--- src/sv/mtt_pkg.sv ---
// Shared codes, field widths and the result record of the timer table.
// No dependencies; the top and the checker refer to it by scoped names.
`default_nettype none

package mtt_pkg;

	localparam int KIND_W  = 2;
	localparam int DELTA_W = 16;
	localparam int WAIT_W  = 32;
	localparam int CNT_W   = 16;
	localparam int OWNER_W = 8;
	localparam int SLOT_W  = 4;
	localparam int EV_W    = 3;

	// at most this many fire events are reported for one tick
	localparam int MAX_RES = 16;
	localparam int NRES_W  = 5;

	localparam logic [KIND_W-1:0] KIND_TICK   = 2'd0;
	localparam logic [KIND_W-1:0] KIND_SET    = 2'd1;
	localparam logic [KIND_W-1:0] KIND_CANCEL = 2'd2;

	localparam logic [EV_W-1:0] EV_NONE   = 3'd0;
	localparam logic [EV_W-1:0] EV_REPEAT = 3'd1;
	localparam logic [EV_W-1:0] EV_FINAL  = 3'd2;
	localparam logic [EV_W-1:0] EV_SET_OK = 3'd3;
	localparam logic [EV_W-1:0] EV_FULL   = 3'd4;
	localparam logic [EV_W-1:0] EV_CANCEL = 3'd5;

	typedef struct packed {
		logic [EV_W-1:0]    ev;
		logic [SLOT_W-1:0]  slot;
		logic [OWNER_W-1:0] owner;
	} res_t;

endpackage

`default_nettype wire

--- src/sv/mtt_ram.sv ---
// Generic simple dual-port RAM: one write port, one read port with registered read.
// Read data holds while the read enable is low. No dependencies.
`default_nettype none

module mtt_ram #(
	parameter int WIDTH = 8,
	parameter int DEPTH = 16,
	localparam int AW = (DEPTH > 1) ? $clog2(DEPTH) : 1
) (
	input  wire                    clk,
	input  wire                    we,
	input  wire [AW-1:0]           waddr,
	input  wire [WIDTH-1:0]        wdata,
	input  wire                    re,
	input  wire [AW-1:0]           raddr,
	output logic [WIDTH-1:0]       rdata
);

	logic [WIDTH-1:0] mem_q [DEPTH];

	always_ff @(posedge clk) begin
		if (we) begin
			mem_q[waddr] <= wdata;
		end
		if (re) begin
			rdata <= mem_q[raddr];
		end
	end

endmodule

`default_nettype wire

--- src/sv/multi_timer_table_top.sv ---
// Timer table: a tick walks all slots, reading each entry from the registered-read RAM
// ahead of its update and writing back fired entries. Cancel also walks all slots;
// set scans the valid bits for a free slot.
// A new request is taken once the previous one has handed its final result to the
// output register; output stalls extend the walk. Reset clears the clock and the
// valid bits at once; entry RAM contents need no clearing pass.
`default_nettype none

module multi_timer_table_top #(
	parameter int NUM_TIMERS = 16,
	parameter int TIME_WIDTH = 32
) (
	input  wire                          clk,
	input  wire                          arst_n,
	input  wire                          in_valid,
	output logic                         in_stall,
	input  wire [mtt_pkg::KIND_W-1:0]    kind,
	input  wire [mtt_pkg::DELTA_W-1:0]   delta_time,
	input  wire [mtt_pkg::WAIT_W-1:0]    period,
	input  wire [mtt_pkg::WAIT_W-1:0]    first_wait,
	input  wire                          use_first_wait,
	input  wire [mtt_pkg::CNT_W-1:0]     repeat_count,
	input  wire [mtt_pkg::OWNER_W-1:0]   owner_id,
	output logic                         out_valid,
	input  wire                          out_stall,
	output logic [mtt_pkg::EV_W-1:0]     event_res,
	output logic [mtt_pkg::SLOT_W-1:0]   slot,
	output logic [mtt_pkg::OWNER_W-1:0]  owner,
	output logic                         last
);

	localparam int IW   = (NUM_TIMERS > 1) ? $clog2(NUM_TIMERS) : 1;
	localparam int CW   = $clog2(NUM_TIMERS + 1) > IW ? $clog2(NUM_TIMERS + 1) : IW;
	localparam int CMPW = (TIME_WIDTH > mtt_pkg::WAIT_W) ? TIME_WIDTH : mtt_pkg::WAIT_W;

	typedef struct packed {
		logic [TIME_WIDTH-1:0]       start;
		logic [mtt_pkg::WAIT_W-1:0]  period;
		logic [mtt_pkg::WAIT_W-1:0]  first_wait;
		logic                        first_pending;
		logic [mtt_pkg::CNT_W-1:0]   remaining;
		logic [mtt_pkg::OWNER_W-1:0] owner;
	} entry_t;

	typedef enum logic [1:0] {S_IDLE, S_WALK, S_SCAN, S_FIN} state_t;

	state_t                      state_q;
	logic [TIME_WIDTH-1:0]       clock_q;
	logic [NUM_TIMERS-1:0]       valid_q;
	logic [CW-1:0]               addr_q;
	logic                        vld_s1;
	logic [IW-1:0]               idx_s1;
	logic [mtt_pkg::NRES_W-1:0]  n_q;
	logic                        hold_vld_q;
	mtt_pkg::res_t               hold_q;
	mtt_pkg::res_t               res_q;
	mtt_pkg::res_t               out_q;
	logic                        out_last_q;
	logic                        out_valid_q;

	// captured request
	logic [mtt_pkg::KIND_W-1:0]  kind_q;
	logic [mtt_pkg::WAIT_W-1:0]  period_q;
	logic [mtt_pkg::WAIT_W-1:0]  first_wait_q;
	logic                        use_first_q;
	logic [mtt_pkg::CNT_W-1:0]   repeat_q;
	logic [mtt_pkg::OWNER_W-1:0] owner_q;

	entry_t                      rd_entry;
	entry_t                      upd_entry;
	entry_t                      set_entry;
	entry_t                      wr_entry;
	logic                        ram_we;
	logic [IW-1:0]               ram_waddr;
	logic                        ram_re;

	logic                        accept;
	logic                        is_tick;
	logic                        cur_valid;
	logic [TIME_WIDTH-1:0]       elapsed;
	logic [mtt_pkg::WAIT_W-1:0]  wait_v;
	logic                        fire;
	logic                        is_final;
	logic                        cancel_hit;
	logic                        report;
	logic                        need_push;
	logic                        out_free;
	logic                        load_out;
	logic                        adv;
	logic                        issue;
	logic                        walk_done;
	logic                        scan_end;
	logic                        scan_hit;
	logic [IW-1:0]               scan_idx;
	logic [mtt_pkg::EV_W-1:0]    fire_ev;

	assign accept   = in_valid && !in_stall;
	assign in_stall = (state_q != S_IDLE);
	assign is_tick  = (kind_q == mtt_pkg::KIND_TICK);
	assign out_free = !out_valid_q || !out_stall;
	assign issue    = (addr_q < CW'(NUM_TIMERS));
	assign scan_idx = addr_q[IW-1:0];
	assign scan_end = !issue;
	assign scan_hit = (state_q == S_SCAN) && !scan_end && !valid_q[scan_idx];

	always_comb begin
		cur_valid  = valid_q[idx_s1];
		elapsed    = clock_q - rd_entry.start;
		wait_v     = rd_entry.first_pending ? rd_entry.first_wait : rd_entry.period;
		fire       = (state_q == S_WALK) && is_tick && vld_s1 && cur_valid &&
		             (CMPW'(elapsed) >= CMPW'(wait_v));
		cancel_hit = (state_q == S_WALK) && !is_tick && vld_s1 && cur_valid &&
		             (rd_entry.owner == owner_q);
		report     = fire && (n_q < mtt_pkg::NRES_W'(mtt_pkg::MAX_RES));
		need_push  = report && hold_vld_q;
		adv        = !(need_push && !out_free);
		walk_done  = (state_q == S_WALK) && !vld_s1 && !issue;
		// output register loads a mid-walk fire or the final result
		load_out   = out_free && (need_push || (state_q == S_FIN));

		// a counted timer at its last repeat is freed and keeps its start stamp
		is_final   = (rd_entry.remaining == mtt_pkg::CNT_W'(1));
		upd_entry  = rd_entry;
		upd_entry.first_pending = 1'b0;
		if (rd_entry.remaining != '0) begin
			upd_entry.remaining = rd_entry.remaining - mtt_pkg::CNT_W'(1);
		end
		if (!is_final) begin
			upd_entry.start = clock_q;
		end
		fire_ev = is_final ? mtt_pkg::EV_FINAL : mtt_pkg::EV_REPEAT;

		set_entry.start         = clock_q;
		set_entry.period        = period_q;
		set_entry.first_wait    = use_first_q ? first_wait_q : period_q;
		set_entry.first_pending = 1'b1;
		set_entry.remaining     = repeat_q;
		set_entry.owner         = owner_q;

		ram_we    = (fire && adv) || scan_hit;
		ram_waddr = scan_hit ? scan_idx : idx_s1;
		wr_entry  = scan_hit ? set_entry : upd_entry;
		ram_re    = (state_q == S_WALK) && issue && adv;
	end

	mtt_ram #(
		.WIDTH($bits(entry_t)),
		.DEPTH(NUM_TIMERS)
	) u_ram (
		.clk  (clk),
		.we   (ram_we),
		.waddr(ram_waddr),
		.wdata(wr_entry),
		.re   (ram_re),
		.raddr(addr_q[IW-1:0]),
		.rdata(rd_entry)
	);

	always_ff @(posedge clk or negedge arst_n) begin
		if (!arst_n) begin
			state_q     <= S_IDLE;
			clock_q     <= '0;
			valid_q     <= '0;
			addr_q      <= '0;
			vld_s1      <= 1'b0;
			n_q         <= '0;
			hold_vld_q  <= 1'b0;
			out_valid_q <= 1'b0;
			out_q       <= '0;
			out_last_q  <= 1'b0;
		end else begin
			out_valid_q <= load_out || (out_valid_q && out_stall);
			unique case (state_q)
				S_IDLE: begin
					addr_q     <= '0;
					vld_s1     <= 1'b0;
					n_q        <= '0;
					hold_vld_q <= 1'b0;
					if (accept) begin
						priority if (kind == mtt_pkg::KIND_TICK) begin
							clock_q <= clock_q + TIME_WIDTH'(delta_time);
							state_q <= S_WALK;
						end else if (kind == mtt_pkg::KIND_CANCEL) begin
							state_q <= S_WALK;
						end else if (kind == mtt_pkg::KIND_SET) begin
							state_q <= S_SCAN;
						end else begin
							state_q <= S_IDLE;
						end
					end
				end
				S_WALK: begin
					if (walk_done) begin
						state_q <= S_FIN;
					end else if (adv) begin
						vld_s1 <= issue;
						addr_q <= addr_q + CW'(issue);
						if (fire && is_final) begin
							valid_q[idx_s1] <= 1'b0;
						end
						if (cancel_hit) begin
							valid_q[idx_s1] <= 1'b0;
						end
						if (report) begin
							n_q        <= n_q + mtt_pkg::NRES_W'(1);
							hold_vld_q <= 1'b1;
						end
						// previous fire is not the last one: send it on
						if (need_push) begin
							out_q      <= hold_q;
							out_last_q <= 1'b0;
						end
					end
				end
				S_SCAN: begin
					if (scan_end || scan_hit) begin
						state_q <= S_FIN;
					end else begin
						addr_q <= addr_q + CW'(1);
					end
					if (scan_hit) begin
						valid_q[scan_idx] <= 1'b1;
					end
				end
				S_FIN: begin
					if (out_free) begin
						out_q      <= res_q;
						out_last_q <= 1'b1;
						state_q    <= S_IDLE;
					end
				end
				default: begin
					state_q <= S_IDLE;
				end
			endcase
		end
	end

	always_ff @(posedge clk) begin
		if (accept) begin
			kind_q       <= kind;
			period_q     <= period;
			first_wait_q <= first_wait;
			use_first_q  <= use_first_wait;
			repeat_q     <= repeat_count;
			owner_q      <= owner_id;
		end
		if (state_q == S_WALK && !walk_done && adv) begin
			idx_s1 <= addr_q[IW-1:0];
			if (report) begin
				hold_q.ev    <= fire_ev;
				hold_q.slot  <= mtt_pkg::SLOT_W'(idx_s1);
				hold_q.owner <= rd_entry.owner;
			end
		end
		if (walk_done) begin
			if (!is_tick) begin
				res_q <= '{ev: mtt_pkg::EV_CANCEL, slot: '0, owner: owner_q};
			end else if (hold_vld_q) begin
				res_q <= hold_q;
			end else begin
				res_q <= '{ev: mtt_pkg::EV_NONE, slot: '0, owner: '0};
			end
		end
		if (state_q == S_SCAN) begin
			if (scan_hit) begin
				res_q <= '{ev: mtt_pkg::EV_SET_OK, slot: mtt_pkg::SLOT_W'(scan_idx),
				           owner: owner_q};
			end else if (scan_end) begin
				res_q <= '{ev: mtt_pkg::EV_FULL, slot: '0, owner: owner_q};
			end
		end
	end

	assign out_valid = out_valid_q;
	assign event_res = out_q.ev;
	assign slot      = out_q.slot;
	assign owner     = out_q.owner;
	assign last      = out_last_q;

endmodule

`default_nettype wire

--- config.mk ---
export PLATFORM = sky130hd
export DESIGN_NAME = multi_timer_table_top
export DESIGN_NICKNAME = d
export VERILOG_FILES = /design/src/sv/mtt_pkg.sv /design/src/sv/mtt_ram.sv /design/src/sv/multi_timer_table_top.sv
export SDC_FILE = /design/constraint.sdc
export NUM_CORES = 2
export LEC_CHECK = 0
export ABC_AREA = 1
export BUFFER_PORTS_ARGS = -buffer_cell sky130_fd_sc_hd__buf_2
export CORE_MARGIN = 2
export CORE_UTILIZATION = 40
export DETAILED_ROUTE_END_ITERATION = 10
export PLACE_DENSITY = 0.61
export RECOVER_POWER = 25
export SYNTH_ARGS = -nofsm -noshare
export SYNTH_HDL_FRONTEND = slang
export SYNTH_SLANG_ARGS = --single-unit
--- constraint.sdc ---
create_clock -name clk -period 15.3 [get_ports clk]
set_clock_uncertainty 0.1 [all_clocks]
set_input_delay 1.53 -clock clk [delete_from_list [all_inputs] [get_ports clk]]
set_output_delay 1.53 -clock clk [all_outputs]
set_load 0.005 [all_outputs]
==> results.md <==
* Achievable frequency at 89.19 MHz
* CTS Hold Bufs at 0
* Die H at 474.6 um
* CTS sink cnt at 2260
* I/O Buffers at 128
* Remaining DRCs at 0
* Post-synth EDFFs at 2173
* Overall routed net length at 241.3 mm
* Tcrit/Tclk final at 0.7328
* Final TNS setup at 0 ns
* Final WS setup at 4.088 ns
* Post-synth ARST share at 0.03496
* Startpoint types: flip-flop
* Routed vias/inst at 5.759
* Max Cap Viol at 24
* Wire length per cell at 26.45 um
* # IOs at 129
* Final GP Congestion at 0.8608
* Overflow after GRT at 0
* Full die area at 225200 um2
* LEAKAGE at 0.03317 uW
* Detail Placement HPWL at 128.0 mm
* R2R depth at 8
* Syn. warnings at 0
* Cts bufs inserted at 222
* Final Hold Viols at 0
* Setup slack, reg-to-reg at 4.09 ns
* Nets at 6175
* Worst Path Class, Setup: reg -> reg
* Hold depth at 2
* Mapped Nets at 6021
* Root buf cell: clkbuf_16
* Placed insts at 8706
* Post-CTS Setup Repair Bufs at 0
* Most common flop cell mapped by yosys: edfxtp_1
* # resized after CTS at 0
* Largest net degree at the start of global routing at 167
* Row count at 172
* Die Wd at 474.6 um
* Initial antenna violation count at 15
* Failing checks: capacitance limit, slew limit
* Iteration-0 DRC Markers at 6431
* RSZ-0062 raised after global routing: false
* Synth-to-Final Area Change at 12.97%
* Cell variety after synth at 52
* Most frequent cells in the layout: 2173 x edfxtp_1, 976 x a22oi_1, 691 x nand2_1
* PD cells at 201.5 nW/um2
* Total Routing Usage GR at 0.2099
* Place WS at 7.219 ns
* Setup violators final at 0
* Syn avg cell area at 15.23 um2
* Seq cells post-synth at 2260
* Layout cells sized above 1 at 0.08995
* Clock Path Buffers at 3
* Status: complete, but fails checks
* Core footprint at 219900 um2
* Final Util at 0.4550
* Initial Util at 0.4028
* Multi-input gate area at 19150 um2
* Worst-path clk slew at 0.06 ns
* Clock latency on the worst-skew pair at 0.90 ns
* Final Max Slew Viols at 963
* Filler cells at 19230
* Crit-path max FO at 142
* Worst VDD drop at 0.0001812 V
* DR pass1 iterations at 6
* Measured slew at the worst slew-check pin at 8.285 ns
* Register area share after synthesis at 0.7607
* Tightest Hold Check Type: reg -> reg
* Vias in the first global route at 51690
* Critical path required time at 15.94 ns
* First-pass GRT wire length at 353.6 mm
* CP arrival at 11.86 ns
* Area of the mapped netlist at 88590 um2
* Cell Count, Final, Fillers Out at 9124
* CP endpoint kind: flip-flop
* Commonest non-fill, non-tap cell in the layout: edfxtp_1
* Max-slew headroom at -4.523
* Number of H-tree levels at 4
* Post-Syn Instances at 5818
* Reg area at 67390 um2
* Fin Hold WS at 0.3769 ns
* CTS tree: done
* Via count at 52550
* Minimum clock period at 11.21 ns
* Post-route ant nets at 0
## cell usage after synthesis, types with 2 or more instances
cell | instances | area share
a2111o_1 | 121 | 0.015
a21boi_0 | 246 | 0.021
a21o_1 | 11 | 0.00093
a21oi_1 | 215 | 0.012
a22oi_1 | 976 | 0.083
a31oi_1 | 16 | 0.0011
buf_1 | 8 | 0.00034
buf_2 | 31 | 0.0018
buf_4 | 5 | 0.00042
buf_6 | 2 | 0.00025
clkbuf_1 | 291 | 0.012
dfrtp_1 | 79 | 0.022
dfxtp_1 | 8 | 0.0018
edfxtp_1 | 2173 | 0.74
fa_1 | 2 | 0.00045
ha_1 | 90 | 0.013
inv_1 | 214 | 0.0091
inv_2 | 6 | 0.00025
nand2_1 | 692 | 0.029
nand2_2 | 2 | 0.00014
nand3_1 | 50 | 0.0028
nand3_2 | 2 | 0.00023
nand4_1 | 31 | 0.0022
nor2_1 | 155 | 0.0066
nor2_2 | 5 | 0.00035
nor2_4 | 3 | 0.00038
nor3_1 | 15 | 0.00085
nor4_1 | 5 | 0.00035
o211ai_1 | 13 | 0.0011
o21a_1 | 4 | 0.00034
o21ai_0 | 250 | 0.014
o21bai_1 | 3 | 0.00025
o221ai_1 | 2 | 0.00020
or2_2 | 2 | 0.00014
xnor2_1 | 32 | 0.0032
xor2_1 | 42 | 0.0042
## per-layer routing
metal  vias up  GRT usage  wire length, um
li1      23080          -                -
met1     26870     0.3015           104400
met2      2279     0.3354           114100
met3       314    0.03089            17750
met4         2    0.05309             5103
met5         -          0               13
## cell families (layout without fill, tap and decap cells)
group                    after synthesis  count (layout)  share of synthesized area
XOR/XNOR                              74              74                   0.007316
AO/OA/AOI/OAI                       1866            1866                     0.1501
AND/OR/NAND/NOR                      967             967                    0.04410
flip-flops                          2260            2260                     0.7607
buffers and inverters                558             899                    0.02446
adder cells (fa/ha/maj)               92              92                    0.01316
other                                  0               7                          0
multiplexers                           1               1                  0.0001271
## registers in the layout, indices dropped and copies added, names as in the netlist, 2 cells and up, named ones only
register and count:
addr_q 5, clock_q 32, event_res 3, first_wait_q 32, hold_q 14, idx_s1 4
kind_q 2, n_q 5, owner 8, owner_q 8, period_q 32, repeat_q 16
res_q 8, slot 4, state_q 2, u_ram.mem_q 1936, u_ram.rdata 121, valid_q 16
## final cells by class
type / count / share of cell area
well taps: 2958 / 0.03698
flip-flops and latches: 2260 / 0.6734
diodes: 7 / 0.0001750
repair buffers: 267 / 0.01705
clock buffers: 279 / 0.05786
clock inverters: 132 / 0.01473
inverters: 221 / 0.008402
multi-input cells: 3000 / 0.1914
## report_power, final
group | switching, uW | total, uW | leakage, uW | internal [uW]
Combinational | 4270 | 5920 | 0.00898 | 1650
Sequential | 299 | 8830 | 0.0207 | 8530
Clock | 2380 | 5420 | 0.00351 | 3040
Total | 6950 | 20200 | 0.0332 | 13200
## worst max-delay path, stage by stage (launching register included)
cell and delay, ns:
dfrtp_1 0.52, clkinv_1 0.12, nor2_1 1.67, buf_12 0.61
clkbuf_1 5.74, buf_4 1.29, a22oi_1 0.14, a21boi_0 0.35
a2111o_1 0.20
## through the flow
step | instance area (um2) | power, uW
2_1_floorplan | 88590 | 12430
3_3_place_gp | 93100 | 14760
3_5_place_dp | 93100 | 14840
4_1_cts | 100400 | 20250
5_1_grt | 100100 | 21090
6_report | 100100 | 20170
## path summary, 6_finish.rpt
check / end / start
min reg2reg: owner[1]$_DFFE_PN0P_ / owner[1]$_DFFE_PN0P_
min in group asynchronous: event_res[1]$_DFFE_PN0P_ / arst_n
max: u_ram.rdata[88]$_DFFE_PP_ / addr_q[0]$_DFFE_PN0P_
max reg2reg: u_ram.rdata[88]$_DFFE_PP_ / addr_q[0]$_DFFE_PN0P_
min: owner[1]$_DFFE_PN0P_ / owner[1]$_DFFE_PN0P_
max in group asynchronous: clock_q[4]$_DFFE_PN0P_ / arst_n
No activity file was read; power rests on OpenSTA's default activity.
